File: src/hdl/rad_pkg.sv
`default_nettype none

package rad_pkg;

    typedef enum logic [1:0] {
        ACT_LOAD_ENTRY = 2'd0,
        ACT_LOAD_STATE = 2'd1,
        ACT_DECODE     = 2'd2
    } t_action;

    typedef struct packed {
        logic [1:0]  action;
        logic [2:0]  context_req;
        logic [7:0]  entry_index;
        logic [4:0]  cutoff;
        logic [7:0]  right_symbol;
        logic [11:0] right_offset_base;
        logic [12:0] left_freq;
        logic [12:0] freq_xor;
        logic [31:0] stream_bits;
    } t_in_req;

    typedef struct packed {
        logic [7:0] symbol;
        logic [5:0] bits_consumed;
    } t_out_res;

    typedef struct packed {
        logic [4:0]  cutoff;
        logic [7:0]  right_symbol;
        logic [11:0] right_offset_base;
        logic [12:0] left_freq;
        logic [12:0] freq_xor;
    } t_entry;

    typedef struct packed {
        logic        state_we;
        logic [31:0] state;
        t_out_res    res;
    } t_step;

    localparam logic [31:0] REFILL_LIMIT = 32'h0001_0000;
    localparam logic [5:0]  USED_NONE    = 6'd0;
    localparam logic [5:0]  USED_HALF    = 6'd16;
    localparam logic [5:0]  USED_FULL    = 6'd32;

endpackage

`default_nettype wire

File: src/hdl/rad_step.sv
`default_nettype none

module rad_step
    import rad_pkg::*;
#(
    parameter int ANS_BITS       = 12,
    parameter int LOG_ENTRY_SIZE = 4
) (
    input  wire logic [31:0] i_state,
    input  wire t_entry      i_entry,
    input  wire logic [31:0] i_window,
    input  wire logic [1:0]  i_action,
    input  wire logic        i_ctx_ok,
    output t_step            o_step
);

    localparam logic [31:0] RES_MASK = (32'd1 << ANS_BITS) - 32'd1;

    logic [LOG_ENTRY_SIZE-1:0] pos;
    logic [31:0]               idx;
    logic                      right;
    logic [12:0]               freq;
    logic [12:0]               off;
    logic [31-ANS_BITS:0]      quot;
    logic [31:0]               dec;
    logic [31:0]               fill1;
    logic [31:0]               fill2;

    always_comb begin
        pos   = i_state[LOG_ENTRY_SIZE-1:0];
        idx   = (i_state & RES_MASK) >> LOG_ENTRY_SIZE;
        right = 32'(pos) >= 32'(i_entry.cutoff);
        freq  = i_entry.left_freq ^ (right ? i_entry.freq_xor : 13'd0);
        off   = (right ? 13'(i_entry.right_offset_base) : 13'd0) + 13'(pos);
        quot  = i_state[31:ANS_BITS];
        dec   = 32'(32'(freq) * 32'(quot)) + 32'(off);
        fill1 = {dec[15:0], i_window[31:16]};
        fill2 = {fill1[15:0], i_window[15:0]};
    end

    always_comb begin
        o_step = '0;
        case (i_action)
            ACT_LOAD_STATE: begin
                o_step.state_we          = 1'b1;
                o_step.state             = i_window;
                o_step.res.bits_consumed = USED_FULL;
            end
            ACT_DECODE: begin
                if (i_ctx_ok) begin
                    o_step.state_we   = 1'b1;
                    o_step.res.symbol = right ? i_entry.right_symbol : 8'(idx);
                    if (dec >= REFILL_LIMIT) begin
                        o_step.state             = dec;
                        o_step.res.bits_consumed = USED_NONE;
                    end else if (fill1 >= REFILL_LIMIT) begin
                        o_step.state             = fill1;
                        o_step.res.bits_consumed = USED_HALF;
                    end else begin
                        o_step.state             = fill2;
                        o_step.res.bits_consumed = USED_FULL;
                    end
                end
            end
            default: begin
                o_step = '0;
            end
        endcase
    end

endmodule

`default_nettype wire
File: config.mk
export PLATFORM = sky130hd
export DESIGN_NAME = rad_step
export DESIGN_NICKNAME = d
export VERILOG_FILES = /design/src/hdl/rad_pkg.sv /design/src/hdl/rad_step.sv
export SDC_FILE = /design/constraint.sdc
export NUM_CORES = 1
export LEC_CHECK = 0
export ABC_AREA = 1
export BUFFER_PORTS_ARGS = -buffer_cell sky130_fd_sc_hd__buf_2
export CAP_MARGIN = 10
export CORE_MARGIN = 2
export CORE_UTILIZATION = 40
export DETAILED_ROUTE_END_ITERATION = 12
export PLACE_DENSITY = 0.64
export SYNTH_ARGS = -nofsm -noshare
export SYNTH_HDL_FRONTEND = slang
export SYNTH_SLANG_ARGS = --single-unit
File: constraint.sdc
create_clock -name vclk -period 23.9
set_clock_uncertainty 0.05 [all_clocks]
set_input_delay 2.39 -clock vclk [all_inputs]
set_output_delay 2.39 -clock vclk [all_outputs]
set_load 0.01 [all_outputs]
==> results.toml, run 1 <==
[synth]
synth_area_leaders = "fa_1 36%, nand2_1 15%, inv_1 13%"
yosysWarnings = 0
synth_cell_types = 36
syn_area_mm2 = 0.01160
syn_avg_cell_area_um2 = 6.682
yosysSeqAreaShare = 0
synth_top_area_share = 0.3624
synth_top_area_cell = "fa_1"
netlist_instances = 1736

[finish]
syn2layout_area_growth_pct = 9.287
final_cells = 2230
final_cell_mix = "465 x nand2_1, 390 x inv_1, 210 x fa_1, 166 x nor2_1, 161 x buf_2"
nClkBuffers = 0
n_antenna_cell = 0
num-nets-final = 2288
drive_above_1_share = 0.1127
final_common_cell = "nand2_1"
n_sequential_cell = 0
fin_area_mm2 = 0.01268
regArea_um2 = 0

[route]
vias = 11341
postRouteAntennaNets = 0
drt_iter0_markers = 930
routed_wl_um = 36030
drc = 0
wl_per_cell_um = 16.16
drt-vias-per-instance = 5.086
drt_pass1_iterations = 6

[critical_path]
cp_common_cell = "nand2_1"
cp_num_buf_inv = 7
critPathLaunchType = "primary input"
end_kind = "output pin"
crit_family = "adder cells"
cp.arrival_ps = 11430
crit_cells = 37
slowest_stage = "nand3_2"
slowest_delay_ps = 760
crit_type = "primary input to output pin"
worstPathRequired_ps = 21460
worstPathMaxFanout = 49

[sta]
max_slew_margin = 0.1650
finalHoldViolCount = 0
period_share = 0.5804
setup_viol = 0
tns_ps = 0
fmaxAchievable_ghz = 0.07209
fin_ws_ps = 10030
final_max_slew_viol_count = 0
worst_pin_slew_ps = 1252
rsz0062_at_grt = "no"
period_needed_ps = 13870

[global_route]
antenna_found_initial = 0
grt_max_degree = 50
grt_pass1_vias = 11410
overflow = 0
grt_pass1_wl_um = 58890
grt_usage = 0.2415

[min_path]
min_path_cells = 4
hp-class = "primary input to output pin"

[floorplan]
start_util = 0.4052
dieHeight_um = 174.3
io_pins = 165
die_area_mm2 = 0.03038
fp.dieW_um = 174.3
rows = 62
core-area_mm2 = 0.02863

[place]
place_area_mm2 = 0.01265
dpl.hpwl_um = 30630
io_buffers = 161
place_ws_ps = 10080
place_congestion = 0.9442
placedCellCount = 2229

[outcome]
outcome = "completed"

[clock_network]
post_cts_resize_count = 0
holdBufCountCts = 0
post_cts_buffers = 0

[flow_run]
cap_violations = 0
==> per-layer routing <==
metal	vias to the layer above	global-route usage	routed length (µm)	part of all wire
li1	5392	-	-	-
met1	5444	0.3419	15980	0.44
met2	446	0.4039	16450	0.46
met3	59	0.02428	2720	0.075
met4	0	0.04552	872	0.024
met5	-	0	0	0
==> area by class of cell <==
type / count / area, µm²
Fill cell: 3043 / 15950
Timing Repair Buffer: 167 / 870.8
Multi-Input combinational cell: 1274 / 9806
Inverter: 405 / 1520
Tap cell: 384 / 480.5
==> cell families (layout without fill, tap and decap cells) <==
family / count (synthesis) / count (layout) / share of synthesized area
AOI/OAI and AO/OA: 115 / 115 / 0.05361
xor gates and xnor gates: 18 / 18 / 0.01424
adders and majority gates: 322 / 322 / 0.4832
buffers and inverters: 465 / 572 / 0.1561
other: 1 / 4 / 0.0003233
and+or+nand+nor: 815 / 815 / 0.2925
==> cell usage after synthesis (all sizes together) <==
| cell type | instances |
|---|---|
| conb | 1 |
| nor4 | 2 |
| nand3 | 116 |
| o21bai | 4 |
| ha | 112 |
| buf | 28 |
| nand2 | 476 |
| or2 | 6 |
| inv | 397 |
| a21oi | 66 |
| nand3b | 5 |
| clkbuf | 32 |
| xor2 | 10 |
| a21boi | 2 |
| nor2 | 173 |
| clkinv | 8 |
| fa | 210 |
| o21ai | 36 |
| o22ai | 1 |
| nand4 | 26 |
| and2 | 1 |
| nor3 | 10 |
| xnor2 | 8 |
| a21o | 6 |
==> per-stage QoR <==
| step | hold slack [ps] | utilization |
|---|---|---|
| 2_1_floorplan | 4845 | - |
| 3_3_place_gp | 5038 | 0.4419 |
| 3_5_place_dp | 5040 | 0.4419 |
| 4_1_cts | 5043 | 0.4419 |
| 5_1_grt | 5050 | 0.4429 |
| 6_report | 5039 | 0.4429 |
==> final timing paths <==
check | startpoint | to | slack [ps]
hold / removal | i_entry[39] | o_step[7] | 5040
setup / recovery | i_state[2] | o_step[30] | 10030
Power of run 1 is left out: the tool's default activity adds up to more than one toggle a clock period on the data nets, which glitch-free logic cannot reach.
==> run 2, diff against run 1 <==
==> constraint.sdc (replaced) <==
create_clock -name vclk -period 14.04
set_clock_uncertainty 0.05 [all_clocks]
set_input_delay 1.404 -clock vclk [all_inputs]
set_output_delay 1.404 -clock vclk [all_outputs]
set_load 0.01 [all_outputs]
==> run 2 against run 1 <==
Compared with the run above: core utilization fell by 0.070 points; via count shrank 0.72%; worst setup slack worse by 8100 ps; sequential share of layout area did not move; global-route usage shrank 0.30 points; first-iteration DRC count fell by 6.3%; clock-buffer cell count is the same; critical endpoint is now o_step[18]; critical path type unchanged; cell area decreased by 0.16%; non-clock buffer count stayed put; hold slack lost 2000 ps.
==> results.toml, run 2 (same netlist as run 1, synthesis figures left out) <==
[sta]
holdWs_ps = 3069
max_slew_margin = 0.1897
period_needed_ps = 12160
finalHoldViolCount = 0
final_max_slew_viol_count = 0
worst_pin_slew_ps = 1215
rsz0062_at_grt = "no"
setup_viol = 0
fmaxAchievable_ghz = 0.08226
period_share = 0.8659
tns_ps = 0

[place]
place_congestion = 0.9737
io_buffers = 161
place_area_mm2 = 0.01266
dpl.hpwl_um = 30440

[outcome]
outcome = "completed"

[finish]
multi_input_area_mm2 = 0.009806
syn2layout_area_growth_pct = 9.114
n_antenna_cell = 0
final_cell_mix = "465 x nand2_1, 390 x inv_1, 210 x fa_1, 166 x nor2_1, 161 x buf_2"
fin_area_mm2 = 0.01266
fill_cells = 3015
nClkBuffers = 0
fin_util = 0.4422
final_common_cell = "nand2_1"
n_sequential_cell = 0
regArea_um2 = 0
num-nets-final = 2288
drive_above_1_share = 0.1127

[min_path]
min-delay-start = "i_entry[39]"
min_to = "o_step[7]"
hp-class = "primary input to output pin"
min_path_cells = 4

[floorplan]
core-area_mm2 = 0.02863
fp.dieW_um = 174.3
dieHeight_um = 174.3
start_util = 0.4052
rows = 62
io_pins = 165
die_area_mm2 = 0.03038

[critical_path]
worstPathMaxFanout = 49
end_kind = "output pin"
slowest_delay_ps = 760
cp.arrival_ps = 10700
crit_type = "primary input to output pin"
critPathLaunchType = "primary input"
slowest_stage = "nand3_2"
worstPathRequired_ps = 12590
cp_common_cell = "nand2_1"

[global_route]
overflow = 0
grt_usage = 0.2386
grt_max_degree = 50
grt_pass1_vias = 11339
grt_pass1_wl_um = 58570
antenna_found_initial = 0

[route]
vias = 11259
drt_pass1_iterations = 5
wl_per_cell_um = 15.95
drt-vias-per-instance = 5.049
routed_wl_um = 35570
drc = 0
drt_iter0_markers = 871
postRouteAntennaNets = 0

[clock_network]
post_cts_buffers = 0
post_cts_resize_count = 0
holdBufCountCts = 0

[flow_run]
cap_violations = 0
==> run 2: cell counts in the layout (fill, tap and decap cells not counted) <==
No cell type changed its count.
==> run 2: area by class of cell <==
type | instances | area share
repair buffers | 167 | 0.06722
well taps | 384 | 0.03796
multi-input cells | 1274 | 0.7747
inverters | 405 | 0.1201
==> run 2: worst max-delay path: cells and delay by family <==
kind,cells,cell delay [ps]
simple gates,19,4040
fa+ha+maj,8,3640
buf+inv,7,1110
compound gates,2,480
==> run 2: routing by layer <==
metal | GRT usage | wire length (µm)
met3 | 0.006343 | 1935
met4 | 0.04622 | 801
met5 | 0 | 0
met1 | 0.3417 | 16240
met2 | 0.4067 | 16600
==> run 2: worst max-delay path by stage <==
stage / to / startpoint / cells past startpoint / slack [ps]
global placement: o_step[39] / i_state[2] / 37 / 2050
detailed placement: o_step[39] / i_state[2] / 37 / 1970
CTS: o_step[18] / i_state[2] / 36 / 1920
finish: o_step[18] / i_state[2] / 36 / 1880
floorplan: o_step[45] / i_entry[48] / 38 / 4240
global route: o_step[15] / i_state[2] / 36 / 1050
==> run 2: per-stage QoR <==
stage               worst slack, ps  std cells
finish                         1883       2230
global route                   1046       2230
CTS                            1923       2230
detailed placement             1967       2230
global placement               2047       2230
floorplan                      4235       1739
Power of run 2 is left out for the same reason.
==> run 3, diff against run 2 <==
--- a/config.mk
+++ b/config.mk
@@ -8,6 +8,7 @@
 export ABC_AREA = 1
 export BUFFER_PORTS_ARGS = -buffer_cell sky130_fd_sc_hd__buf_2
 export CAP_MARGIN = 10
+export CORE_ASPECT_RATIO = 0.9
 export CORE_MARGIN = 2
 export CORE_UTILIZATION = 40
 export DETAILED_ROUTE_END_ITERATION = 12
==> constraint.sdc (replaced) <==
create_clock -name vclk -period 14.2
set_clock_uncertainty 0.05 [all_clocks]
set_input_delay 1.42 -clock vclk [all_inputs]
set_output_delay 1.42 -clock vclk [all_outputs]
set_load 0.01 [all_outputs]
==> run 3 against run 2 <==
Compared with the run above: first-iteration DRC count up 5.5%; core utilization down 0.18 points; non-clock buffer count down 1; final cell count down 0.85%; hold slack better by 29 ps; cell area about the same; critical path depth up 2; via count down 0.38%; worst setup slack better by 3.0 ps; routed wire length down 0.49%; sequential share of layout area unchanged; sequential cell count unchanged; critical endpoint is now o_step[33]; highest routed layer is now met5.
==> results.toml, run 3 (same netlist as run 1, synthesis figures left out) <==
[finish]
fin_util = 0.4404
fill_cells = 3117
final_cell_mix = "465 x nand2_1, 390 x inv_1, 210 x fa_1, 166 x nor2_1, 161 x buf_2"
drive_above_1_share = 0.1122
num-nets-final = 2287
syn2layout_area_growth_pct = 9.028
n_antenna_cell = 0
nClkBuffers = 0
final_common_cell = "nand2_1"
n_sequential_cell = 0
regArea_um2 = 0

[route]
met1_length_um = 16210
routed-wl-met3_um = 2497
postRouteAntennaNets = 0
top_layer = "met5"
drt_iter0_markers = 919
routed_wl_um = 35400
vias = 11216
wl_per_cell_um = 16.01
drc = 0
wl_met2_um = 16080
drt-vias-per-instance = 5.073
drt_pass1_iterations = 6

[critical_path]
end_kind = "output pin"
crit_family = "simple AND/OR/NAND/NOR gates"
critPathLaunchType = "primary input"
worstPathMaxFanout = 49
slowest_stage = "nand3_2"
slowest_delay_ps = 780
cp_common_cell = "nand2_1"
crit_type = "primary input to output pin"
cp_num_buf_inv = 9
worstPathRequired_ps = 12730
cp.arrival_ps = 10840

[sta]
period_needed_ps = 12310
tns_ps = 0
fmaxAchievable_ghz = 0.08121
finalHoldViolCount = 0
rsz0062_at_grt = "no"
setup_viol = 0
max_slew_margin = 0.2689
final_max_slew_viol_count = 0
period_share = 0.8672
worst_pin_slew_ps = 1097

[global_route]
grt_usage = 0.2388
antenna_found_initial = 1
grt_pass1_wl_um = 57330
overflow = 0
grt_pass1_vias = 11016
grt_max_degree = 50

[floorplan]
io_pins = 165
start_util = 0.4039
rows = 59
dieHeight_um = 165.6
die_area_mm2 = 0.03038
fp.dieW_um = 183.5
core-area_mm2 = 0.02872

[clock_network]
post_cts_buffers = 0
post_cts_resize_count = 0
holdBufCountCts = 0

[place]
place_congestion = 0.9364
io_buffers = 161
dpl.hpwl_um = 30320

[min_path]
hp-class = "primary input to output pin"

[flow_run]
cap_violations = 0

[outcome]
outcome = "completed"
[run 3: metal layers]
| metal | global-route usage | vias up |
|---|---|---|
| met5 | 0 | - |
| met3 | 0.03092 | 44 |
| li1 | - | 5395 |
| met2 | 0.3921 | 445 |
| met1 | 0.3436 | 5330 |
| met4 | 0.03709 | 2 |
[run 3: through the flow]
stage / setup slack, ps / std cells / hold slack [ps] / cell area, µm²
4_1_cts: 1956 / 2210 / 3102 / 12620
5_1_grt: 1179 / 2211 / 3110 / 12650
2_1_floorplan: 4363 / 1739 / 2905 / 11610
3_3_place_gp: 2089 / 2210 / 3097 / 12620
3_5_place_dp: 2003 / 2210 / 3100 / 12620
6_report: 1886 / 2211 / 3098 / 12650
[run 3: worst min-delay path, stage by stage]
cell and delay (ps):
buf_2 90, inv_1 40, a21oi_1 50, buf_2 130
[run 3: final timing paths]
check,start,to,slack [ps],cells past startpoint
max,i_state[3],o_step[33],1890,38
min,i_entry[41],o_step[9],3100,4
[run 3: final cells by class]
cell class                 instances  area (µm²)  area share
multi-input combinational       1274        9806      0.7753
timing repair buffer             166       863.3     0.06826
tap                              366       457.9     0.03621
inverter                         405        1520      0.1202
Power of run 3 is left out for the same reason.
